## src/rtl/core/bfpa_pkg.sv

```systemverilog
// ----------------------------------------------------------------------------
// Best-fit partition allocator package
// Shared codes, field widths and the records passed between the allocator
// top level and its row of partition cells.
// ----------------------------------------------------------------------------
package bfpa_pkg;

  localparam int KIND_W    = 2;
  localparam int SIZE_W    = 16;
  localparam int OWNER_W   = 6;
  localparam int INDEX_W   = 3;
  localparam int STATUS_W  = 2;

  // Internal record widths cover the largest legal parameter values.
  localparam int REC_W       = 32;
  localparam int REC_IDX_W   = 6;
  localparam int REC_OWNER_W = 16;
  localparam int DEF_IDX_W   = 7;

  typedef enum logic [KIND_W-1:0] {
    KIND_ALLOC   = 2'd0,
    KIND_RELEASE = 2'd1,
    KIND_DEFINE  = 2'd2,
    KIND_NOP     = 2'd3
  } kind_t;

  typedef enum logic [STATUS_W-1:0] {
    ST_OK      = 2'd0,
    ST_TOO_BIG = 2'd1,
    ST_FULL    = 2'd2,
    ST_NONE    = 2'd3
  } status_t;

  // Operation held steady by the top level while the search runs.
  typedef struct packed {
    kind_t                  kind;
    logic [SIZE_W-1:0]      req;
    logic [REC_OWNER_W-1:0] owner;
  } cmd_t;

  // Running search result handed from cell to cell.
  typedef struct packed {
    logic                 found;
    logic                 fits;
    logic [REC_IDX_W-1:0] idx;
    logic [REC_W-1:0]     left;
    logic [REC_W-1:0]     base;
    logic [REC_W-1:0]     size;
  } scan_rec_t;

  // Table update applied to one cell when the result is issued.
  typedef struct packed {
    logic                   en;
    kind_t                  kind;
    logic [REC_IDX_W-1:0]   idx;
    logic [REC_OWNER_W-1:0] owner;
    logic [REC_W-1:0]       base;
    logic [REC_W-1:0]       size;
  } commit_t;

endpackage

```

## src/rtl/core/bfpa_req_if.sv

```systemverilog
// ----------------------------------------------------------------------------
// Allocator request channel
// Valid/ready channel carrying one allocate, release, define or no-op beat.
// ----------------------------------------------------------------------------
interface bfpa_req_if;
  logic                          valid;
  logic                          ready;
  logic [bfpa_pkg::KIND_W-1:0]   kind;
  logic [bfpa_pkg::SIZE_W-1:0]   request_size;
  logic [bfpa_pkg::OWNER_W-1:0]  owner_id;
  logic [bfpa_pkg::INDEX_W-1:0]  entry_index;
  logic [bfpa_pkg::SIZE_W-1:0]   entry_base;
  logic [bfpa_pkg::SIZE_W-1:0]   entry_size;

  modport source (output valid, kind, request_size, owner_id, entry_index,
                  entry_base, entry_size, input ready);
  modport sink   (input valid, kind, request_size, owner_id, entry_index,
                  entry_base, entry_size, output ready);
endinterface

```

## src/rtl/core/bfpa_rsp_if.sv

```systemverilog
// ----------------------------------------------------------------------------
// Allocator response channel
// Valid/ready channel carrying one result beat per request.
// ----------------------------------------------------------------------------
interface bfpa_rsp_if;
  logic                          valid;
  logic                          ready;
  logic [bfpa_pkg::STATUS_W-1:0] status;
  logic [bfpa_pkg::INDEX_W-1:0]  slot;
  logic [bfpa_pkg::SIZE_W-1:0]   slot_base;
  logic [bfpa_pkg::SIZE_W-1:0]   slot_size;

  modport source (output valid, status, slot, slot_base, slot_size, input ready);
  modport sink   (input valid, status, slot, slot_base, slot_size, output ready);
endinterface

```

## src/rtl/core/bfpa_cell.sv

```systemverilog
// ----------------------------------------------------------------------------
// Partition cell
// Holds one partition entry, folds it into the search record passing by and
// applies the table update addressed to it.
// ----------------------------------------------------------------------------
module bfpa_cell #(
  parameter int CELL_INDEX = 0,
  parameter int ADDR_BITS  = 16,
  parameter int OWNER_BITS = 6
) (
  input  logic                clk,
  input  logic                rst,
  input  bfpa_pkg::cmd_t      cmd,
  input  bfpa_pkg::commit_t   commit,
  input  bfpa_pkg::scan_rec_t rec_in,
  output bfpa_pkg::scan_rec_t rec_out
);

  logic [ADDR_BITS-1:0]  base;
  logic [ADDR_BITS-1:0]  size;
  logic [OWNER_BITS-1:0] owner;
  logic                  busy;

  bfpa_pkg::scan_rec_t       rec_next;
  logic [bfpa_pkg::REC_W-1:0] size_w;
  logic [bfpa_pkg::REC_W-1:0] req_w;
  logic [bfpa_pkg::REC_W-1:0] left;
  logic                       fit;
  logic                       take;
  logic                       hit;

  assign size_w = bfpa_pkg::REC_W'(size);
  assign req_w  = bfpa_pkg::REC_W'(cmd.req);
  assign fit    = (req_w <= size_w);
  assign left   = size_w - req_w;
  assign hit    = commit.en && (commit.idx == bfpa_pkg::REC_IDX_W'(CELL_INDEX));

  always_comb begin
    rec_next = rec_in;
    take     = 1'b0;
    case (cmd.kind)
      bfpa_pkg::KIND_ALLOC: begin
        if (fit) begin
          rec_next.fits = 1'b1;
          // Strictly smaller leftover only, so the lower index keeps a tie.
          take = !busy && (!rec_in.found || (left < rec_in.left));
        end
      end
      bfpa_pkg::KIND_RELEASE: begin
        take = !rec_in.found && busy &&
               (bfpa_pkg::REC_OWNER_W'(owner) == cmd.owner);
      end
      default: begin
        take = 1'b0;
      end
    endcase
    if (take) begin
      rec_next.found = 1'b1;
      rec_next.idx   = bfpa_pkg::REC_IDX_W'(CELL_INDEX);
      rec_next.left  = left;
      rec_next.base  = bfpa_pkg::REC_W'(base);
      rec_next.size  = size_w;
    end
  end

  always_ff @(posedge clk) begin
    rec_out <= rec_next;
  end

  always_ff @(posedge clk) begin
    if (rst) begin
      base  <= '0;
      size  <= '0;
      owner <= '0;
      busy  <= 1'b0;
    end else if (hit) begin
      case (commit.kind)
        bfpa_pkg::KIND_ALLOC: begin
          busy  <= 1'b1;
          owner <= OWNER_BITS'(commit.owner);
        end
        bfpa_pkg::KIND_RELEASE: begin
          busy <= 1'b0;
        end
        bfpa_pkg::KIND_DEFINE: begin
          base  <= ADDR_BITS'(commit.base);
          size  <= ADDR_BITS'(commit.size);
          owner <= '0;
          busy  <= 1'b0;
        end
        default: begin
          busy <= busy;
        end
      endcase
    end
  end

endmodule

```

## src/rtl/core/best_fit_partition_allocator.sv

```systemverilog
// ----------------------------------------------------------------------------
// Best-fit partition allocator
// Fixed partition table searched by a row of cells for allocate and release.
// ----------------------------------------------------------------------------
// Requests arrive on the req channel, one beat per operation: allocate
// (request_size, owner_id), release (owner_id), define (entry_index,
// entry_base, entry_size) or no-op. Every request yields exactly one beat on rsp.
// Each table entry lives in its own cell; a search record enters the first
// cell and moves one cell per clock, passing through the whole row during the
// search state; the result is then issued and the table updated together.
// The next request is taken only after the result has been issued, so a new
// request is never accepted while the previous one is still in the search.
// The result sits in an output register; while rsp.ready is low the next
// request is still accepted and searched, and its result waits in the final
// search state until the register is free. A define overwrites an entry even
// if busy; a define beyond the table changes nothing.
// Reset (synchronous, rst high) frees every partition and zeroes all bases,
// sizes and owners directly, with no clearing pass.
// ----------------------------------------------------------------------------
module best_fit_partition_allocator #(
  parameter int PARTITIONS = 8,
  parameter int ADDR_BITS  = 16,
  parameter int OWNER_BITS = 6
) (
  input logic        clk,
  input logic        rst,
  bfpa_req_if.sink   req,
  bfpa_rsp_if.source rsp
);

  localparam int CNT_W = (PARTITIONS > 1) ? $clog2(PARTITIONS) : 1;

  typedef enum logic [2:0] {
    S_IDLE = 3'b001,
    S_SCAN = 3'b010,
    S_DONE = 3'b100
  } state_t;

  state_t            state;
  state_t            state_next;
  logic [CNT_W-1:0]  cnt;

  bfpa_pkg::cmd_t              cmd;
  logic [bfpa_pkg::INDEX_W-1:0] def_idx;
  logic [ADDR_BITS-1:0]        def_base;
  logic [ADDR_BITS-1:0]        def_size;

  bfpa_pkg::scan_rec_t rec [0:PARTITIONS];
  bfpa_pkg::scan_rec_t fin;
  bfpa_pkg::commit_t   commit;

  logic                          accept;
  logic                          fire;
  logic                          def_ok;
  bfpa_pkg::status_t             res_status;
  logic [bfpa_pkg::INDEX_W-1:0]  res_slot;
  logic [bfpa_pkg::SIZE_W-1:0]   res_base;
  logic [bfpa_pkg::SIZE_W-1:0]   res_size;

  assign req.ready = (state == S_IDLE);
  assign accept    = req.valid && req.ready;
  assign fire      = (state == S_DONE) && (!rsp.valid || rsp.ready);
  assign rec[0]    = '0;
  assign fin       = rec[PARTITIONS];
  assign def_ok    = ({4'b0, def_idx} < bfpa_pkg::DEF_IDX_W'(PARTITIONS));

  for (genvar i = 0; i < PARTITIONS; i++) begin : g_cell
    bfpa_cell #(
      .CELL_INDEX (i),
      .ADDR_BITS  (ADDR_BITS),
      .OWNER_BITS (OWNER_BITS)
    ) u_cell (
      .clk     (clk),
      .rst     (rst),
      .cmd     (cmd),
      .commit  (commit),
      .rec_in  (rec[i]),
      .rec_out (rec[i+1])
    );
  end

  always_comb begin
    state_next = state;
    case (state)
      S_IDLE: if (accept) state_next = S_SCAN;
      S_SCAN: if (cnt == CNT_W'(PARTITIONS - 1)) state_next = S_DONE;
      S_DONE: if (fire) state_next = S_IDLE;
      default: state_next = S_IDLE;
    endcase
  end

  always_ff @(posedge clk) begin
    if (rst) begin
      state <= S_IDLE;
      cnt   <= '0;
    end else begin
      state <= state_next;
      if (state == S_SCAN) begin
        cnt <= cnt + CNT_W'(1);
      end else begin
        cnt <= '0;
      end
    end
  end

  always_ff @(posedge clk) begin
    if (accept) begin
      cmd.kind  <= bfpa_pkg::kind_t'(req.kind);
      cmd.req   <= req.request_size;
      cmd.owner <= bfpa_pkg::REC_OWNER_W'(OWNER_BITS'(bfpa_pkg::REC_OWNER_W'(req.owner_id)));
      def_idx   <= req.entry_index;
      def_base  <= ADDR_BITS'(bfpa_pkg::REC_W'(req.entry_base));
      def_size  <= ADDR_BITS'(bfpa_pkg::REC_W'(req.entry_size));
    end
  end

  always_comb begin
    res_status   = bfpa_pkg::ST_OK;
    res_slot     = '0;
    res_base     = '0;
    res_size     = '0;
    commit.en    = 1'b0;
    commit.kind  = cmd.kind;
    commit.idx   = fin.idx;
    commit.owner = cmd.owner;
    commit.base  = bfpa_pkg::REC_W'(def_base);
    commit.size  = bfpa_pkg::REC_W'(def_size);
    case (cmd.kind)
      bfpa_pkg::KIND_ALLOC: begin
        if (fin.found) begin
          res_slot  = bfpa_pkg::INDEX_W'(fin.idx);
          res_base  = bfpa_pkg::SIZE_W'(fin.base);
          res_size  = bfpa_pkg::SIZE_W'(fin.size);
          commit.en = fire;
        end else if (fin.fits) begin
          res_status = bfpa_pkg::ST_FULL;
        end else begin
          res_status = bfpa_pkg::ST_TOO_BIG;
        end
      end
      bfpa_pkg::KIND_RELEASE: begin
        if (fin.found) begin
          res_slot  = bfpa_pkg::INDEX_W'(fin.idx);
          res_base  = bfpa_pkg::SIZE_W'(fin.base);
          res_size  = bfpa_pkg::SIZE_W'(fin.size);
          commit.en = fire;
        end else begin
          res_status = bfpa_pkg::ST_NONE;
        end
      end
      bfpa_pkg::KIND_DEFINE: begin
        res_slot   = def_idx;
        commit.idx = bfpa_pkg::REC_IDX_W'(def_idx);
        if (def_ok) begin
          res_base  = bfpa_pkg::SIZE_W'(def_base);
          res_size  = bfpa_pkg::SIZE_W'(def_size);
          commit.en = fire;
        end
      end
      default: begin
        res_status = bfpa_pkg::ST_OK;
      end
    endcase
  end

  always_ff @(posedge clk) begin
    if (rst) begin
      rsp.valid <= 1'b0;
    end else if (fire) begin
      rsp.valid <= 1'b1;
    end else if (rsp.ready) begin
      rsp.valid <= 1'b0;
    end
  end

  always_ff @(posedge clk) begin
    if (fire) begin
      rsp.status    <= res_status;
      rsp.slot      <= res_slot;
      rsp.slot_base <= res_base;
      rsp.slot_size <= res_size;
    end
  end

  // A table update is always paired with a result beat being loaded.
  a_commit_loads_result: assert property (@(posedge clk) disable iff (rst)
    commit.en |=> rsp.valid)
    else $error("table update without a result beat");

  // A failed allocate or release must never touch the table.
  a_no_commit_on_miss: assert property (@(posedge clk) disable iff (rst)
    (fire && (cmd.kind == bfpa_pkg::KIND_ALLOC || cmd.kind == bfpa_pkg::KIND_RELEASE)
     && !fin.found) |-> !commit.en)
    else $error("table update on a failed search");

  // Every accepted request starts a fresh search from the first cell.
  a_accept_starts_scan: assert property (@(posedge clk) disable iff (rst)
    accept |=> (state == S_SCAN) && (cnt == '0))
    else $error("search did not start after request beat");

  // The search counter never runs past the end of the row.
  a_scan_bounded: assert property (@(posedge clk) disable iff (rst)
    (state == S_SCAN) |-> (cnt <= CNT_W'(PARTITIONS - 1)))
    else $error("search counter overran the row");

endmodule

```

## src/flat_wrapper.sv

```systemverilog
// flat-port wrapper written by rule: the top's interface ports become plain ports
module best_fit_partition_allocator_flat 
#(
  parameter int PARTITIONS = 8,
  parameter int ADDR_BITS  = 16,
  parameter int OWNER_BITS = 6
)
  (clk, rst, req_valid, req_kind, req_request_size, req_owner_id, req_entry_index, req_entry_base, req_entry_size, req_ready, rsp_valid, rsp_status, rsp_slot, rsp_slot_base, rsp_slot_size, rsp_ready);
  bfpa_req_if req_i ();
  bfpa_rsp_if rsp_i ();
  input logic clk;
  input logic rst;
  input wire logic [$bits(req_i.valid)-1:0] req_valid;
  input wire logic [$bits(req_i.kind)-1:0] req_kind;
  input wire logic [$bits(req_i.request_size)-1:0] req_request_size;
  input wire logic [$bits(req_i.owner_id)-1:0] req_owner_id;
  input wire logic [$bits(req_i.entry_index)-1:0] req_entry_index;
  input wire logic [$bits(req_i.entry_base)-1:0] req_entry_base;
  input wire logic [$bits(req_i.entry_size)-1:0] req_entry_size;
  output wire logic [$bits(req_i.ready)-1:0] req_ready;
  output wire logic [$bits(rsp_i.valid)-1:0] rsp_valid;
  output wire logic [$bits(rsp_i.status)-1:0] rsp_status;
  output wire logic [$bits(rsp_i.slot)-1:0] rsp_slot;
  output wire logic [$bits(rsp_i.slot_base)-1:0] rsp_slot_base;
  output wire logic [$bits(rsp_i.slot_size)-1:0] rsp_slot_size;
  input wire logic [$bits(rsp_i.ready)-1:0] rsp_ready;
  assign req_i.valid = req_valid;
  assign req_i.kind = req_kind;
  assign req_i.request_size = req_request_size;
  assign req_i.owner_id = req_owner_id;
  assign req_i.entry_index = req_entry_index;
  assign req_i.entry_base = req_entry_base;
  assign req_i.entry_size = req_entry_size;
  assign req_ready = req_i.ready;
  assign rsp_valid = rsp_i.valid;
  assign rsp_status = rsp_i.status;
  assign rsp_slot = rsp_i.slot;
  assign rsp_slot_base = rsp_i.slot_base;
  assign rsp_slot_size = rsp_i.slot_size;
  assign rsp_i.ready = rsp_ready;
  best_fit_partition_allocator #(.PARTITIONS(PARTITIONS), .ADDR_BITS(ADDR_BITS), .OWNER_BITS(OWNER_BITS)) u_core (.clk(clk), .rst(rst), .req(req_i), .rsp(rsp_i));
endmodule
```

## config.mk

```make
export PLATFORM = sky130hd
export DESIGN_NAME = best_fit_partition_allocator_flat
export DESIGN_NICKNAME = d
export VERILOG_FILES = /design/src/rtl/core/bfpa_pkg.sv /design/src/rtl/core/bfpa_req_if.sv /design/src/rtl/core/bfpa_rsp_if.sv /design/src/rtl/core/bfpa_cell.sv /design/src/rtl/core/best_fit_partition_allocator.sv /design/src/flat_wrapper.sv
export SDC_FILE = /design/constraint.sdc
export NUM_CORES = 2
export LEC_CHECK = 0
export ABC_AREA = 1
export BUFFER_PORTS_ARGS = -buffer_cell sky130_fd_sc_hd__buf_2
export CAP_MARGIN = 20
export CORE_MARGIN = 1
export CORE_UTILIZATION = 40
export CTS_BUF_LIST = sky130_fd_sc_hd__clkbuf_8
export CTS_CLUSTER_DIAMETER = 120
export DETAILED_ROUTE_END_ITERATION = 8
export MAX_ROUTING_LAYER = met4
export PLACE_DENSITY = 0.54
export RECOVER_POWER = 50
export SLEW_MARGIN = 10
export SYNTH_ARGS = -nofsm -noshare
export SYNTH_HDL_FRONTEND = slang
export SYNTH_SLANG_ARGS = --single-unit
```

## constraint.sdc

```tcl
create_clock -name clk -period 3.75 [get_ports clk]
set_input_delay 0.375 -clock clk [delete_from_list [all_inputs] [get_ports clk]]
set_output_delay 0.375 -clock clk [all_outputs]
set_load 0.05 [all_outputs]
```

# ---- Yosys cells after proc, flatten, opt, wreduce, memory -nomap -nowiden
# Cells that the tools add are included.
dict set report classes {
  addsub 9
  magnitude_cmp 15
  n_eq_ne 24
  mux 60
  bitwise_logic 1
  reduce_logical 89
}
# cell n
set op_table {}
lappend op_table {{$mux 96} 6}
lappend op_table {{$lt 32x32->1} 7}
lappend op_table {{$sub 16x16->17} 8}
lappend op_table {{$le 16x16->1} 8}
lappend op_table {{$pmux 16 s2} 2}
lappend op_table {{$eq 6x6->1} 8}
lappend op_table {{$mux 48} 1}
lappend op_table {{$reduce_and 2->1} 24}
lappend op_table {{$logic_and 1x1->1} 32}
lappend op_table {{$mux 16} 2}
lappend op_table {{$mux 1} 27}
lappend op_table {{$eq 6x3->1 const B} 4}
lappend op_table {{$pmux 1 s2} 10}
lappend op_table {{$logic_not 1->1} 16}
lappend op_table {{$eq 6x2->1 const B} 2}
lappend op_table {{$mux 3} 4}
lappend op_table {{$pmux 6 s2} 1}
lappend op_table {{$pmux 3 s3} 1}
lappend op_table {{$logic_or 1x1->1} 8}
lappend op_table {{$eq 3x3->1 const B} 2}
lappend op_table {{$eq 6x1->1 const B} 1}
lappend op_table {{$logic_not 6->1} 1}
lappend op_table {{$mux 2} 3}
lappend op_table {{$mux 6} 1}
lappend op_table {{14 further kinds} 19}
dict set report totals {
  reg_bits 1161
  input_bits 63
  output_inout_bits 39
  wordCells 302
}

# ---- Longest topological paths before layout
dict set report depth {
  word_depth 7
  depth_mapped 28
  depth_no_buf 27
}

# ---- By module
# A second synthesis with hierarchy kept.
dict set report hier_totals {
  hier_cells 7344
  hier_area_um2 58708.8
}
# module instances cells_per_inst area_each_um2 seq_area_each_um2
set modules_own_cells {}
lappend modules_own_cells {{bfpa_cell (u_core.g_cell[6].u_cell)} 1 896 6998.0 2862.7}
lappend modules_own_cells {{bfpa_cell (u_core.g_cell[3].u_cell)} 1 891 6995.5 2862.7}
lappend modules_own_cells {{bfpa_cell (u_core.g_cell[4].u_cell)} 1 890 6957.9 2862.7}
lappend modules_own_cells {{bfpa_cell (u_core.g_cell[2].u_cell)} 1 891 6956.7 2862.7}
lappend modules_own_cells {{bfpa_cell (u_core.g_cell[7].u_cell)} 1 893 6864.1 2862.7}
lappend modules_own_cells {{bfpa_cell (u_core.g_cell[1].u_cell)} 1 892 6741.5 2862.7}
lappend modules_own_cells {{bfpa_cell (u_core.g_cell[5].u_cell)} 1 887 6739.0 2862.7}
lappend modules_own_cells {{bfpa_cell (u_core.g_cell[0].u_cell)} 1 888 6717.7 2862.7}
lappend modules_own_cells {best_fit_partition_allocator 1 216 3738.6 3022.9}

# ---- Worst setup path after synthesis
# Ideal clock, no wire load.
dict set report synth_timing {
  path_type {reg-to-reg}
  startpoint {reg u_core.state[2]}
  endpoint {reg, netlist name u_core.cmd[0]}
  setup_time_ns 0.476
  arrival_ns 4.180
  required_ns 3.274
  setup_slack_ns -0.906
  path_stages_with_launch 4
  path_buffers 0
  synth_period_minus_slack_ns 4.656
  path_cell_list {dfxtp_1 > nor3_1 > inv_1 > nor2_1}
}
dict set report synth_between {
  elab_chain_cells 2
}
# element line_no
set synth_lines {}
lappend synth_lines {{from (decl)} best_fit_partition_allocator.sv:39} ;# state_t state;
lappend synth_lines {{from (signal assigned)} best_fit_partition_allocator.sv:97} ;# state <= state_next;
lappend synth_lines {{$eq 3x1->1} best_fit_partition_allocator.sv:60} ;# assign req.ready = (state == S_IDLE);
lappend synth_lines {{named net req_ready} flat_wrapper.sv:20} ;# output wire logic [$bits(req_i.ready)-1:0] req_ready;
lappend synth_lines {{$logic_and 1x1->1} best_fit_partition_allocator.sv:61} ;# assign accept = req.valid && req.ready;
lappend synth_lines {{named net u_core.accept} best_fit_partition_allocator.sv:52} ;# logic accept;
# The timed path passes the listed nets, and every way through them passes these cells.
# A chain may end at the register's enable or synchronous reset.

==> impl_metrics.csv <==
group,metric,value,unit
worst_setup_path,critPathArrivalTime,4480,ps
worst_setup_path,cp.required,4440,ps
power,power_density,472.7,mW/mm^2
routing,drc_errors,4,
run_status,failed_checks,"DRC, capacitance limit, slew limit, setup timing",
cts,cts_max_level,4,
routing,drt_wl_total,121.3,mm
worst_setup_path,critical_path_peak_fanout,9,
placement,gp_routability_congestion,0.9428,
worst_setup_path,endpoint_kind,"register",
routing,top_layer_used,"met4",
die,core_area,0.09501,mm^2
sta,setup_slack,-44.58,ps
yosys,synth_compound_area_share,13.86,%
worst_setup_path,path_class,"register to register",
yosys,ys_ff_latch,823,
yosys,synth_top_family_by_area,"simple AND/OR/NAND/NOR gates",
power,vdd_drop_max,0.2909,mV
global_route,grt_pass1_wl,181.3,mm
routing,ant_nets,0,
routing,via_per_inst,4.959,
yosys,synthSimpleGateAreaFrac,20.91,%
min_path,hold_class,"input port to register",
cts,clkSlewWorstSetupHoldPaths,60,ps
sta,finalSetupViolations,31,
final_layout,final_common_cell,"nand2_1",
cts,cts-buffers-inserted,146,
worst_setup_path,startpoint_type,"register",
routing,met1_length,58.47,mm
final_layout,stdcell_count,6680,
yosys,synth.yosys.seq_area_share,45.49,%
power,power_leakage,20.82,nW
global_route,antenna_found_initial,3,
sta,maxSlewViolCount,134,
final_layout,syn2layout_area_growth,22.68,%
placement,detailed_place_hpwl,85.93,mm
yosys,yosysUniqueCellTypes,48,
flow_run,maxCapViolCount,3,
routing,met2_length,54.18,mm
die,die_area,0.09708,mm^2
final_layout,final_cell_mix,"nand2_1 (1054), dfxtp_1 (727), inv_1 (659), a21oi_1 (469), nand3_1 (388)",
sta,slew_headroom,-39.60,%
sta,tightest_slew,2094,ps
placement,pre_cts_ws,-321.0,ps
cts,cts_buffer_depth,3,
die,fp.dieW,311.6,um
final_layout,drive_above_1_share,14.92,%
die,num_rows,113,
yosys,synth_cells,4913,
placement,place_inst,6319,
routing,met3_wirelength,5.371,mm
die,io-pin-count,102,
yosys,synth_xor_area_share,2.696,%
sta,period_minus_slack,3795,ps
global_route,first_global_vias,31230,
yosys,syn-num-nets,5231,
routing,avgRoutedWirePerCell,18.15,um
routing,num_vias,33130,
final_layout,final_util,49.50,%
sta,holdWs,189.6,ps
cts,root_buffer,"clkbuf_8",
placement,io_buffers,101,
sta,period_share,101.2,%
run_status,outcome,"finished with violations",
yosys,synth_adder_area_share,8.480,%
sta,fmax,263.5,MHz
cts,cts_sinks,823,
power,total_power,22.23,mW
yosys,synth_mux_area_share,0,%
sta,rsz0062_at_grt,"yes",
yosys,syn_area,0.03833,mm^2
yosys,syn_avg_cell_area,7.803,um^2
sta,report.final.hold_viol_count,0,
yosys,yosysWarnings,0,
cts,clock_latency,830,ps
final_layout,nNetsFinal,5625,
die,start_util,40.35,%
routing,dr.pass1.iters,7,
routing,drt-initial-drc-count,2242,
sta,fin_skew,50.91,ps
die,die_y,311.6,um
cts,cts_tree,"done",
global_route,grt_max_degree,101,
global_route,grtUsageTotal,24.78,%
global_route,grt_overflow,0,
==> cell type report <==
| cell class | count | area (um^2) |
|---|---|---|
| antenna | 6 | 15.01 |
| clock buffer | 178 | 2450 |
| clock inverter | 72 | 410.4 |
| fill | 9350 | 47980 |
| inverter | 627 | 2374 |
| multi-input combinational | 3252 | 18670 |
| sequential | 823 | 17440 |
| tap | 1265 | 1583 |
| timing repair buffer | 457 | 4090 |
==> routing by layer <==
| layer | vias to the layer above | global-route usage [%] |
|---|---|---|
| met5 | - | - |
| met4 | 0 | 7.464 |
| met3 | 212 | 3.254 |
| met2 | 785 | 37.85 |
| met1 | 15260 | 34.06 |
| li1 | 16870 | - |
==> through the flow <==
step                      instance area, um^2  TNS [ps]
after global routing                    47020    -57590
after floorplan                         38340         0
after global placement                  41810    -41670
after detailed placement                41810    -41950
final                                   47030    -565.2
after CTS                               45840    -289.1
==> Yosys cell counts (all sizes together) <==
cell / count / area share [%]
xor2: 76 / 1.7
o21a: 12 / 0.24
nor2: 253 / 2.5
nand4: 23 / 0.38
o22ai: 5 / 0.082
a221oi: 3 / 0.069
a2111oi: 1 / 0.039
nor3: 31 / 0.40
inv: 625 / 6.1
o21bai: 26 / 0.51
nand3: 419 / 5.7
o31ai: 2 / 0.039
ha: 247 / 8.1
o21ai: 345 / 4.5
clkbuf: 134 / 1.3
o221a: 1 / 0.029
o211a: 1 / 0.026
or2: 5 / 0.082
o211ai: 5 / 0.098
nand2: 1150 / 11
nor4: 23 / 0.38
xnor2: 42 / 0.96
buf: 77 / 1.1
a21o: 19 / 0.37
fa: 8 / 0.42
dfxtp: 727 / 38
a211oi: 35 / 1.1
nand3b: 9 / 0.18
a21oi: 487 / 6.4
and2: 1 / 0.016
edfxtp: 96 / 7.5
a21boi: 5 / 0.098
a31oi: 17 / 0.28
o221ai: 1 / 0.023
clkinv: 2 / 0.020
==> critical path: stages, from the launching register on <==
cell	delay, ps
edfxtp_1	500
buf_12	200
ha_4	170
fa_2	400
inv_2	60
nand3_2	70
nand2_4	90
a21oi_4	70
o21ai_2	130
buf_6	120
nand3_2	50
nand2_2	90
xor2_2	70
ha_1	300
nand2_2	60
o21bai_4	170
a21oi_2	120
nor2_1	50
nand2_1	90
nand2_1	60
nand2_1	70
nand2_2	60
nand3_4	100
nand2_8	90
buf_12	180
buf_12	140
nand2_2	60
nand2_2	70
==> sequential cells by signal, summed over array words and instances, names as in the netlist <==
register and flops:
u_core.g_cell.u_cell.rec_out 408, u_core.g_cell.u_cell.base 128, u_core.g_cell.u_cell.size 128, u_core.g_cell.u_cell.owner 48
u_core.cmd 24, u_core.def_base 16, u_core.def_size 16, u_core.rsp.slot_base 16
u_core.rsp.slot_size 16, u_core.g_cell.u_cell.busy 8, u_core.cnt 3, u_core.def_idx 3
u_core.rsp.slot 3, u_core.state 3, u_core.rsp.status 2, u_core.rsp.valid 1
==> worst paths after layout <==
| kind | start | endpoint | slack (ps) | cells past startpoint |
|---|---|---|---|---|
| setup / recovery | u_core.cmd[16] | u_core.g_cell[5].u_cell.rec_out[15] | -40 | 27 |
| hold / removal | rst | u_core.g_cell[2].u_cell.size[2] | 190 | 4 |
| setup reg to reg | u_core.cmd[16] | u_core.g_cell[5].u_cell.rec_out[15] | -40 | 27 |
| hold reg to reg | u_core.g_cell[6].u_cell.rec_out[102] | u_core.g_cell[7].u_cell.rec_out[102] | 410 | 1 |
==> timing repair <==
item / in CTS / in global routing
setup buffers: 10 / 15
setup endpoints to repair: 315 / 349
cloned: 6 / 14
pin swaps: 15 / 75
resized for setup: 93 / 212
endpoints found under the hold margin: 62 / 0
hold buffers: 61 / 0
==> report_power, final <==
group	total [mW]	switching (mW)	internal, mW
Combinational	4.31	2.74	1.57
Clock	8.22	3.75	4.48
Sequential	9.69	0.475	9.22
Total	22.2	6.96	15.3
==> cell families after synthesis <==
family / count (synthesis)
simple gates: 1914
compound gates: 965
buf+inv: 838
flops: 823
fa+ha+maj: 255
xor+xnor: 118
Power figures use the tool's default switching activity.
